$ cat src/rtl/core/assert_macros.svh
// Assertion helpers shared by the ring modules.
`ifndef ASSERT_MACROS_SVH
`define ASSERT_MACROS_SVH

// Property checked at every clock edge outside reset.
`define OLR_ASSERT(label, clk, rst_n, prop, msg) \
	label: assert property (@(posedge clk) disable iff (!rst_n) (prop)) else $error(msg);

// Condition that must never be seen outside reset.
`define OLR_NEVER(label, clk, rst_n, cond, msg) \
	label: assert property (@(posedge clk) disable iff (!rst_n) !(cond)) else $error(msg);

`endif

$ cat src/rtl/core/olr_pkg.sv
package olr_pkg;

	localparam int LOG_DEPTH_DEF = 4096;
	localparam int MAX_READ_DEF  = 32;
	// capped read length and parked size
	localparam int WSIZE_W       = 6;

	typedef enum logic [1:0] {
		CMD_WRITE,
		CMD_READ,
		CMD_CANCEL,
		CMD_SELECT
	} cmd_t;

	typedef enum logic [1:0] {
		KIND_DATA,
		KIND_STATUS,
		KIND_SEL_READY,
		KIND_SEL_NOTICE
	} kind_t;

	typedef enum logic [2:0] {
		ST_OK,
		ST_AGAIN,
		ST_SUSPENDED,
		ST_INTR,
		ST_STALE
	} status_t;

	typedef struct packed {
		cmd_t        cmd;
		logic [7:0]  data_byte;
		logic        write_end;
		logic [15:0] requester;
		logic [31:0] req_id;
		logic [15:0] size;
		logic        nonblock;
		logic [3:0]  ops;
	} item_t;

	typedef struct packed {
		kind_t       kind;
		logic [15:0] dest;
		logic [31:0] reply_id;
		logic [7:0]  byte_out;
		status_t     status;
		logic [15:0] count;
		logic [2:0]  rdy_bits;
		logic        last;
	} beat_t;

endpackage

$ cat src/rtl/core/olr_ctrl.sv
`include "assert_macros.svh"

module olr_ctrl #(
	parameter int LOG_DEPTH = olr_pkg::LOG_DEPTH_DEF,
	parameter int MAX_READ  = olr_pkg::MAX_READ_DEF
) (
	input  logic                         clk,
	input  logic                         arst_n,
	input  logic                         in_valid,
	output logic                         in_ready,
	input  olr_pkg::item_t               item,
	input  logic                         stage_free,
	output logic                         push,
	output olr_pkg::beat_t               beat,
	output logic                         ram_we,
	output logic [$clog2(LOG_DEPTH)-1:0] ram_waddr,
	output logic [7:0]                   ram_wdata,
	output logic                         ram_re,
	output logic [$clog2(LOG_DEPTH)-1:0] ram_raddr,
	input  logic [7:0]                   ram_rdata
);

	import olr_pkg::*;

	localparam int PTR_W  = $clog2(LOG_DEPTH);
	localparam int FILL_W = $clog2(LOG_DEPTH + 1);
	localparam int CMP_W  = (FILL_W > WSIZE_W) ? FILL_W : WSIZE_W;

	typedef enum logic [2:0] {
		S_IDLE,
		S_EXEC,
		S_RD_ADDR,
		S_RD_DATA,
		S_POST,
		S_REPORT,
		S_REPLY
	} state_t;

	state_t              state_q;
	cmd_t                cmd_q;
	logic [7:0]          data_q;
	logic                wend_q;
	logic [15:0]         who_q;
	logic [31:0]         rid_q;
	logic [WSIZE_W-1:0]  capped_q;
	logic                nonblock_q;
	logic [3:0]          ops_q;

	logic [PTR_W-1:0]    rptr_q;
	logic [PTR_W-1:0]    wptr_q;
	logic [FILL_W-1:0]   fill_q;
	logic                waiter_valid_q;
	logic [15:0]         waiter_who_q;
	logic [31:0]         waiter_id_q;
	logic [WSIZE_W-1:0]  waiter_size_q;
	logic [2:0]          sel_flags_q;
	logic [15:0]         sel_who_q;
	logic [15:0]         tally_q;

	logic [15:0]         drn_who_q;
	logic [31:0]         drn_rid_q;
	logic [WSIZE_W-1:0]  n_q;
	logic [WSIZE_W-1:0]  rem_q;
	logic                from_write_q;

	kind_t               rep_kind_q;
	status_t             rep_status_q;
	logic [2:0]          rep_ready_q;

	logic [WSIZE_W-1:0]  capped;
	logic                full;
	logic [FILL_W-1:0]   fill_eff;
	logic [WSIZE_W-1:0]  want;
	logic [WSIZE_W-1:0]  n_min;
	logic [2:0]          sel_ready;
	logic [2:0]          sel_left;
	logic                notice_due;

	function automatic logic [PTR_W-1:0] ptr_next(input logic [PTR_W-1:0] p);
		return (p == PTR_W'(LOG_DEPTH - 1)) ? '0 : p + 1'b1;
	endfunction

	assign capped = (item.size > 16'(MAX_READ)) ? WSIZE_W'(MAX_READ)
		: item.size[WSIZE_W-1:0];
	assign full = (fill_q == FILL_W'(LOG_DEPTH));

	// the one compare unit: min(wanted, bytes held)
	always_comb begin
		fill_eff = fill_q;
		want     = capped_q;
		if (cmd_q == CMD_WRITE) begin
			fill_eff = full ? fill_q : fill_q + 1'b1;
			want     = waiter_size_q;
		end
		n_min = (CMP_W'(fill_eff) < CMP_W'(want)) ? WSIZE_W'(fill_eff) : want;
	end

	assign sel_ready  = {1'b0, ops_q[1], ops_q[0] && (fill_q != '0)};
	assign sel_left   = ops_q[2:0] & ~sel_ready;
	assign notice_due = (fill_q != '0) && sel_flags_q[0];

	assign in_ready  = (state_q == S_IDLE);
	assign ram_we    = (state_q == S_EXEC) && (cmd_q == CMD_WRITE);
	assign ram_waddr = wptr_q;
	assign ram_wdata = data_q;
	assign ram_re    = (state_q == S_RD_ADDR);
	assign ram_raddr = rptr_q;

	always_comb begin
		push = 1'b0;
		beat = '0;
		unique case (state_q)
			S_REPLY: begin
				push          = stage_free;
				beat.kind     = rep_kind_q;
				beat.dest     = who_q;
				beat.reply_id = (rep_kind_q == KIND_SEL_READY) ? '0 : rid_q;
				beat.status   = rep_status_q;
				beat.rdy_bits = rep_ready_q;
				beat.last     = 1'b1;
			end
			S_RD_DATA: begin
				push          = stage_free;
				beat.kind     = KIND_DATA;
				beat.dest     = drn_who_q;
				beat.reply_id = drn_rid_q;
				beat.byte_out = ram_rdata;
				beat.count    = 16'(n_q);
				beat.last     = (rem_q == '0) && !from_write_q;
			end
			S_POST: begin
				push          = stage_free && notice_due;
				beat.kind     = KIND_SEL_NOTICE;
				beat.dest     = sel_who_q;
				beat.rdy_bits = 3'b001;
			end
			S_REPORT: begin
				push          = stage_free;
				beat.kind     = KIND_STATUS;
				beat.dest     = who_q;
				beat.reply_id = rid_q;
				beat.count    = tally_q;
				beat.last     = 1'b1;
			end
			default: begin
				push = 1'b0;
			end
		endcase
	end

	always_ff @(posedge clk or negedge arst_n) begin
		if (!arst_n) begin
			state_q        <= S_IDLE;
			cmd_q          <= CMD_WRITE;
			data_q         <= '0;
			wend_q         <= 1'b0;
			who_q          <= '0;
			rid_q          <= '0;
			capped_q       <= '0;
			nonblock_q     <= 1'b0;
			ops_q          <= '0;
			rptr_q         <= '0;
			wptr_q         <= '0;
			fill_q         <= '0;
			waiter_valid_q <= 1'b0;
			waiter_who_q   <= '0;
			waiter_id_q    <= '0;
			waiter_size_q  <= '0;
			sel_flags_q    <= '0;
			sel_who_q      <= '0;
			tally_q        <= '0;
			drn_who_q      <= '0;
			drn_rid_q      <= '0;
			n_q            <= '0;
			rem_q          <= '0;
			from_write_q   <= 1'b0;
			rep_kind_q     <= KIND_STATUS;
			rep_status_q   <= ST_OK;
			rep_ready_q    <= '0;
		end else begin
			unique case (state_q)
				S_IDLE: begin
					if (in_valid) begin
						cmd_q      <= item.cmd;
						data_q     <= item.data_byte;
						wend_q     <= item.write_end;
						who_q      <= item.requester;
						rid_q      <= item.req_id;
						capped_q   <= capped;
						nonblock_q <= item.nonblock;
						ops_q      <= item.ops;
						state_q    <= S_EXEC;
					end
				end
				S_EXEC: begin
					rep_kind_q   <= KIND_STATUS;
					rep_status_q <= ST_OK;
					rep_ready_q  <= '0;
					unique case (cmd_q)
						CMD_WRITE: begin
							wptr_q <= ptr_next(wptr_q);
							if (full) begin
								rptr_q <= ptr_next(rptr_q);
							end else begin
								fill_q <= fill_q + 1'b1;
							end
							if (tally_q != 16'hFFFF) begin
								tally_q <= tally_q + 1'b1;
							end
							if (!wend_q) begin
								state_q <= S_IDLE;
							end else if (waiter_valid_q) begin
								waiter_valid_q <= 1'b0;
								drn_who_q      <= waiter_who_q;
								drn_rid_q      <= waiter_id_q;
								n_q            <= n_min;
								rem_q          <= n_min;
								from_write_q   <= 1'b1;
								state_q        <= S_RD_ADDR;
							end else begin
								state_q <= S_POST;
							end
						end
						CMD_READ: begin
							if (waiter_valid_q) begin
								state_q <= S_REPLY;
							end else if (fill_q == '0 && capped_q != '0) begin
								if (nonblock_q) begin
									rep_status_q <= ST_AGAIN;
								end else begin
									waiter_valid_q <= 1'b1;
									waiter_who_q   <= who_q;
									waiter_id_q    <= rid_q;
									waiter_size_q  <= capped_q;
									rep_status_q   <= ST_SUSPENDED;
								end
								state_q <= S_REPLY;
							end else if (n_min == '0) begin
								state_q <= S_REPLY;
							end else begin
								drn_who_q    <= who_q;
								drn_rid_q    <= rid_q;
								n_q          <= n_min;
								rem_q        <= n_min;
								from_write_q <= 1'b0;
								state_q      <= S_RD_ADDR;
							end
						end
						CMD_CANCEL: begin
							if (waiter_valid_q && waiter_who_q == who_q
								&& waiter_id_q == rid_q) begin
								waiter_valid_q <= 1'b0;
								rep_status_q   <= ST_INTR;
							end else begin
								rep_status_q <= ST_STALE;
							end
							state_q <= S_REPLY;
						end
						CMD_SELECT: begin
							rep_kind_q  <= KIND_SEL_READY;
							rep_ready_q <= sel_ready;
							if (ops_q[3] && sel_left != '0) begin
								sel_flags_q <= sel_flags_q | sel_left;
								sel_who_q   <= who_q;
							end
							state_q <= S_REPLY;
						end
						default: begin
							state_q <= S_IDLE;
						end
					endcase
				end
				S_RD_ADDR: begin
					rptr_q  <= ptr_next(rptr_q);
					fill_q  <= fill_q - 1'b1;
					rem_q   <= rem_q - 1'b1;
					state_q <= S_RD_DATA;
				end
				S_RD_DATA: begin
					if (stage_free) begin
						if (rem_q != '0) begin
							state_q <= S_RD_ADDR;
						end else if (from_write_q) begin
							state_q <= S_POST;
						end else begin
							state_q <= S_IDLE;
						end
					end
				end
				S_POST: begin
					if (!notice_due) begin
						state_q <= S_REPORT;
					end else if (stage_free) begin
						sel_flags_q[0] <= 1'b0;
						state_q        <= S_REPORT;
					end
				end
				S_REPORT: begin
					if (stage_free) begin
						tally_q <= '0;
						state_q <= S_IDLE;
					end
				end
				S_REPLY: begin
					if (stage_free) begin
						state_q <= S_IDLE;
					end
				end
				default: begin
					state_q <= S_IDLE;
				end
			endcase
		end
	end

	`OLR_NEVER(a_fill_bound, clk, arst_n, fill_q > FILL_W'(LOG_DEPTH),
		"fill count beyond ring depth")
	`OLR_ASSERT(a_rem_below_n, clk, arst_n, (state_q == S_RD_DATA) |-> (rem_q < n_q),
		"drain remainder out of range")
	`OLR_ASSERT(a_waiter_cleared, clk, arst_n,
		(state_q == S_RD_DATA && from_write_q) |-> !waiter_valid_q,
		"served waiter still parked")

endmodule

$ cat config.mk
export PLATFORM = sky130hd
export DESIGN_NAME = olr_ctrl
export DESIGN_NICKNAME = d
export VERILOG_FILES = /design/src/rtl/core/olr_pkg.sv /design/src/rtl/core/olr_ctrl.sv
export VERILOG_INCLUDE_DIRS = /design/src /design/src/rtl/core
export SDC_FILE = /design/constraint.sdc
export NUM_CORES = 1
export LEC_CHECK = 0
export BUFFER_PORTS_ARGS = -buffer_cell sky130_fd_sc_hd__buf_2
export CORE_MARGIN = 5
export CORE_UTILIZATION = 35
export CTS_BUF_LIST = sky130_fd_sc_hd__clkbuf_8
export DETAILED_ROUTE_END_ITERATION = 7
export REMOVE_ABC_BUFFERS = 1
export SLEW_MARGIN = 20
export SYNTH_ARGS = -nofsm -noshare
export SYNTH_HDL_FRONTEND = slang
export SYNTH_SLANG_ARGS = --single-unit
$ cat constraint.sdc
create_clock -name clk -period 4.2 [get_ports clk]
set_input_delay 0.21 -clock clk [delete_from_list [all_inputs] [get_ports clk]]
set_output_delay 0.21 -clock clk [all_outputs]
set_load 0.01 [all_outputs]
==> results.yml, run 1 <==
timing:
  worst_slack_ns: 0.375
  hold_violations: 0
  fmax_mhz: 261
  tightest_slew_ns: 1.03
  finalCritPeriodShare_pct: 91.1
  post-route-min-period_ns: 3.82
  rsz0062_at_grt: "no"
  whs_ns: 0.118
  drv_slew: 0
  clock-skew-final_ns: 0.0384
  setup_viol: 0
  fin_tns_setup_ns: 0
  max_slew_margin_pct: 31.1
power_and_ir_drop:
  seqPwrFrac_pct: 40.0
  swShare_pct: 39.1
  powerDensity_nw_per_um2: 623
  clkPwrFrac_pct: 23.4
  p_leak_nw: 8.19
  ir_worst_vdd_mv: 0.351
  finalPower_mw: 10.5
  netSwitchingPower_mw: 4.12
  p_int_mw: 6.42
  power_frac_comb_pct: 36.6
clock_network:
  cts.htree.levels: 2
  cts.sinks: 266
  clockRootBuffer: "clkbuf_8"
  insertion_delay_ns: 0.59
  clkTransAtPathRegs_ns: 0.06
  cts_made_buffers: 49
  cts_buffer_depth: 3
  cts_tree: "yes"
hold_path:
  min_path_type: "in2reg"
  worstHoldStart: "in_valid"
  hold_depth: 4
  min_to: "state_q[0]"
global_routing:
  grt_pass1_vias: 11200
  groute.layer.met2.usage_pct: 28.1
  grt_util_all_layers_pct: 16.6
  grt_max_degree: 103
  groute.layer.met1.usage_pct: 21.7
  use_met3_pct: 3.45
  antenna_found_initial: 1
  gr-max-usage-layer: "met2"
  grt-ovfl-total: 0
  grt_pass1_wl_um: 59600
final_layout:
  fill_cells: 3765
  final_area_um2: 16900
  final_util_pct: 43.8
  syn_to_final_growth_pct: 24.1
  antenna_cells: 0
  stdcell_count: 2189
  drive_gt1_share_pct: 23.6
  nNetsFinal: 1746
synth:
  synth_enable_flop_cells: 0
  ys_warn_count: 0
  seq_area_frac_synth_pct: 48.8
  ys_ff_latch: 266
  postSynthAreaPerCell_um2: 10.0
  syn_inst: 1363
  yosys.cell_types.count: 73
  yosys-top-cells-area: "dfrtp_1 (49%), nand2_1 (6.7%), mux2_2 (5.8%)"
  synth_top_area_cell: "dfrtp_1"
  synth_flop_cell: "dfrtp_1"
  async_reset_ff_share_pct: 100
  netlist.area_leader.share_pct: 48.6
  syn_area_um2: 13600
critical_path:
  cp.required_ns: 4.66
  r2r_start: "cmd_q[0]"
  crit_start: "cmd_q[0]"
  worstPathMaxFanout: 97
  arrival_ns: 4.28
  end_kind: "flip-flop"
  worstReg2RegEnd: "drn_who_q[12]"
  reg2reg_slack_ns: 0.38
  r2r.worst_path.cells: 14
  crit_path_start_kind: "flip-flop"
  crit_type: "reg2reg"
floorplan:
  die_h_um: 207
  core-area_um2: 38600
  rows: 72
  die-width_um: 207
  io_pins: 209
  dieArea_um2: 43000
  start_util_pct: 35.3
placed_design:
  place_area_um2: 15200
  pre_cts_ws_ns: 0.127
  routabilityCongestion: 0.840
  portBuffers: 207
  dp_cells: 2033
  dp_hpwl_um: 23900
flow_run:
  maxCapViolCount: 0
route:
  drt_wl_total_um: 36200
  drt_pass1_iterations: 4
  wl_per_cell_um: 16.5
  drtIter0Drc: 472
  vias: 10900
  antenna_left: 0
  drc_errors: 0
  viasPerCell: 4.98
outcome:
  outcome: "finished, final reports clean"
[area by class of cell]
cell class                      count  area, µm²  area share [%]
Clock inverter                     22        131           0.776
Timing Repair Buffer              301       1980            11.7
Tap cell                          518        648            3.83
Inverter                           33        124           0.732
Sequential cell                   266       6660            39.3
Clock buffer                       62        853            5.04
Multi-Input combinational cell    987       6530            38.6
[critical path: stages (launching register included)]
cell     delay, ns
dfrtp_1       0.43
inv_1         0.16
ha_2          0.43
nand4_1       0.27
xnor2_2       0.29
ha_1          0.27
nand2_1       0.07
o21ai_0       0.11
o21ai_0       0.22
a21oi_2       0.09
or4_1         0.56
o211a_4       0.25
buf_12        0.24
nor2_1        0.17
a21oi_1       0.05
[per-layer routing]
layer,share of wire (%),vias up
met2,48,241
met5,0.036,-
li1,-,5281
met1,45,5327
met4,1.8,2
met3,5.3,54
[flip-flops by register name, summed over array words and instances (netlist names), 8 cells and up]
signal / count
ram_wdata: 8
who_q: 16
drn_rid_q: 32
fill_q: 13
waiter_who_q: 16
rid_q: 32
tally_q: 16
ram_waddr: 12
sel_who_q: 16
drn_who_q: 16
waiter_id_q: 32
ram_raddr: 12
[synth_stat cells (3+ instances only)]
library cell  instances
nor2b_1               5
nand2b_1             12
ha_1                 16
nor4_1               14
nor3b_1               6
nor2_1               95
o31ai_1               3
nand2_1             243
a21oi_1              68
or3_1                 8
a31oi_1               5
o21a_1                3
nand4_1              20
buf_6                 8
mux2_1                3
inv_1                31
and2_1               26
a211o_1               5
a22o_1               77
mux2i_1              62
buf_4                 4
nand4b_1              3
and4_1                7
nor3_1               22
dfrtp_1             265
and3_1                4
o21ai_0              41
a21boi_0              4
xnor2_1              48
xor2_1               42
or2_2                 3
mux2_2               70
o21bai_1              5
buf_2                16
buf_1                 5
clkbuf_1             44
nand3_1              22
[power by group through the flow]
| stage | Combinational, mW | Sequential (mW) | Clock (mW) |
|---|---|---|---|
| floorplan | 2.55 | 4.07 | 0 |
| global route | 4.32 | 4.35 | 2.67 |
| detailed placement | 3.83 | 4.24 | 0 |
| CTS | 3.91 | 4.21 | 2.55 |
| global placement | 3.78 | 4.21 | 0 |
| finish | 3.86 | 4.22 | 2.46 |
[layout by cell type (no fill, tap or decap), types with 6 or more instances in the layout]
cell,instances
inv_1,48
xnor2_1,47
nand2b_1,12
nor2_1,92
nor3b_1,6
mux2i_1,62
buf_2,206
nand4_1,20
dfrtp_1,264
o21ai_0,40
clkbuf_8,62
nor3_1,22
mux2_2,70
nand3_1,22
a21oi_1,68
dlygate4sd3_1,72
nor4_1,14
and2_1,25
xor2_1,41
ha_1,14
a22o_1,77
and4_1,7
nand2_1,242
or3_1,8
buf_4,18
[kinds of logic (layout without fill, tap and decap cells)]
group / Yosys count / count (layout) / share of synthesized area (%)
xor+xnor: 91 / 91 / 5.90
buf+inv: 110 / 418 / 3.72
simple gates: 506 / 506 / 17.4
other cells: 1 / 1 / 0.0275
fa+ha+maj: 16 / 16 / 1.47
flops: 266 / 266 / 48.8
compound gates: 237 / 237 / 12.0
mux: 136 / 136 / 10.7
[how the worst max path moves through the flow]
| stage | slack (ns) | end |
|---|---|---|
| floorplan | -0.83 | waiter_id_q[0] |
| finish | 0.38 | drn_who_q[12] |
| global placement | 0.28 | drn_rid_q[17] |
| CTS | 0.09 | drn_who_q[12] |
| detailed placement | 0.13 | drn_who_q[12] |
| global route | 0.04 | drn_rid_q[21] |
[timing repair]
item | in CTS | in global routing
setup endpoints to repair | 0 | 60
buffers inserted | 0 | 0
resized for setup | 0 | 3
hold endpoints to repair | 171 | 0
hold buffers | 72 | 0
Note: power is estimated with default switching activity, not from simulation.
==> inputs of run 2 (changes only) <==
Clock period 4.2 ns to 4.4 ns, I/O delays scaled along.
==> run 2 against run 1 <==
Net effect: utilization decreased by 0.13 points; setup slack gained 0.25 ns; hold slack got worse by 0.013 ns; critical endpoint is now drn_who_q[6]; largest cell class unchanged.
==> results.yml, run 2 (synthesis gave the netlist of run 1 again) <==
outcome:
  outcome: "finished, final reports clean"
hold_path:
  hold_depth: 4
  worstHoldStart: "in_valid"
  min_path_type: "in2reg"
  min_to: "state_q[0]"
timing:
  post-route-min-period_ns: 3.77
  fmax_mhz: 265
  rsz0062_at_grt: "no"
  worst_slack_ns: 0.625
  drv_slew: 0
  tightest_slew_ns: 1.06
  setup_viol: 0
  clock-skew-final_ns: 0.0388
  whs_ns: 0.105
  finalCritPeriodShare_pct: 85.8
  hold_violations: 0
  max_slew_margin_pct: 29.5
critical_path:
  cp_slowest_cell: "or4_1"
  max_stage_delay_ns: 0.56
  r2r_start: "cmd_q[0]"
  crit_path_start_kind: "flip-flop"
  cp_top_family: "simple AND/OR/NAND/NOR gates"
  cp.required_ns: 4.90
  r2r.worst_path.cells: 14
  worstPathMaxFanout: 56
  arrival_ns: 4.28
  reg2reg_slack_ns: 0.63
  crit_chain: "inv_1, ha_1, nand4_2, xnor2_1, ha_1, a21oi_1, o21ai_0, o21ai_0, a21oi_2, or4_1, o211a_4, buf_12, nor2_1, a21oi_1"
  crit_type: "reg2reg"
  critPathBufInv: 2
  end_kind: "flip-flop"
  worstReg2RegEnd: "drn_who_q[6]"
placed_design:
  pre_cts_ws_ns: 0.633
  routabilityCongestion: 0.852
  dp_hpwl_um: 24200
  place_area_um2: 15200
  dp_cells: 2032
  portBuffers: 207
final_layout:
  nNetsFinal: 1745
  syn_to_final_growth_pct: 23.7
  top_regs: "drn_rid_q: 32 flops, rid_q: 32 flops, waiter_id_q: 32 flops"
  fill_cells: 3734
  antenna_cells: 0
  stdcell_count: 2190
  drive_gt1_share_pct: 23.5
  layout_commonest_cell: "dfrtp_1"
  layout_common_cells: "dfrtp_1 (264), nand2_1 (242), buf_2 (206)"
  final_area_um2: 16900
clock_network:
  cts_hold_buf: 72
  cts_tree: "yes"
  cts.sinks: 266
  cts.htree.levels: 2
  cts_made_buffers: 49
  cts_resized: 0
  postCtsSetupRepairBufs: 0
  cts_buffer_depth: 3
  insertion_delay_ns: 0.63
  clockRootBuffer: "clkbuf_8"
  clkTransAtPathRegs_ns: 0.06
global_routing:
  antenna_found_initial: 2
  grt_max_degree: 100
  gr-max-usage-layer: "met2"
  groute.layer.met1.usage_pct: 22.2
  grt-ovfl-total: 0
  groute.layer.met2.usage_pct: 27.4
  grt_util_all_layers_pct: 16.7
  use_met3_pct: 3.82
  grt_pass1_vias: 11200
  grt_pass1_wl_um: 59700
floorplan:
  io_pins: 209
  core-area_um2: 38600
  die-width_um: 207
  dieArea_um2: 43000
  start_util_pct: 35.3
  rows: 72
  die_h_um: 207
power_and_ir_drop:
  clkPwrFrac_pct: 23.1
  p_leak_nw: 8.17
  p_int_mw: 6.05
  power_frac_comb_pct: 36.5
  ir_worst_vdd_mv: 0.254
  seqPwrFrac_pct: 40.4
  powerDensity_nw_per_um2: 595
  swShare_pct: 39.8
  netSwitchingPower_mw: 3.99
route:
  viasPerCell: 4.98
  drt_wl_total_um: 36500
  antenna_left: 0
  vias: 10900
  drt_pass1_iterations: 6
  drc_errors: 0
  drtIter0Drc: 552
  wl_per_cell_um: 16.7
flow_run:
  maxCapViolCount: 0
[run 2: cell type report]
class / count / area [µm²] / area share [%]
Tap cell: 518 / 648 / 3.84
Timing Repair Buffer: 300 / 1960 / 11.6
Clock inverter: 25 / 124 / 0.734
Sequential cell: 266 / 6660 / 39.5
Clock buffer: 61 / 840 / 4.98
Multi-Input combinational cell: 987 / 6520 / 38.6
Inverter: 33 / 124 / 0.734
[run 2: power by group through the flow]
| stage | Sequential [mW] | Clock, mW | Combinational (mW) |
|---|---|---|---|
| 4_1_cts | 4.05 | 2.42 | 3.71 |
| 6_report | 4.05 | 2.32 | 3.67 |
| 3_3_place_gp | 4.05 | 0 | 3.58 |
| 3_5_place_dp | 4.08 | 0 | 3.65 |
| 2_1_floorplan | 3.88 | 0 | 2.43 |
| 5_1_grt | 4.18 | 2.52 | 4.10 |
[run 2: worst max-delay path by stage]
stage | from | to | slack, ns | cells past startpoint
2_1_floorplan | cmd_q[1] | waiter_id_q[0] | -0.63 | 5
3_3_place_gp | fill_q[0] | drn_rid_q[3] | 0.72 | 15
3_5_place_dp | fill_q[0] | drn_rid_q[23] | 0.63 | 15
4_1_cts | fill_q[0] | drn_rid_q[23] | 0.64 | 15
5_1_grt | cmd_q[0] | drn_who_q[3] | 0.16 | 14
6_report | cmd_q[0] | drn_who_q[6] | 0.63 | 14
[run 2: worst register-to-register path, delay by kind of cell (launching register included)]
kind | cells | cell delay, ns
buf+inv | 2 | 0.38
compound gates | 6 | 0.89
flops | 1 | 0.42
fa+ha+maj | 2 | 0.61
simple gates | 3 | 0.96
xor+xnor | 1 | 0.40
[run 2: metal layers]
layer	vias to the layer above	routed length, µm
met3	72	1810
met2	250	17100
met4	0	862
met5	-	0
met1	5293	16700
li1	5289	-
[run 2: metrics by stage]
stage                     power, mW  TNS [ns]  utilization [%]
after floorplan                6.32    -36.15                -
final                          10.0         0             43.7
after detailed placement       7.73         0             39.3
after global placement         7.63         0             39.3
after CTS                      10.2         0             43.7
after global routing           10.8         0             43.7
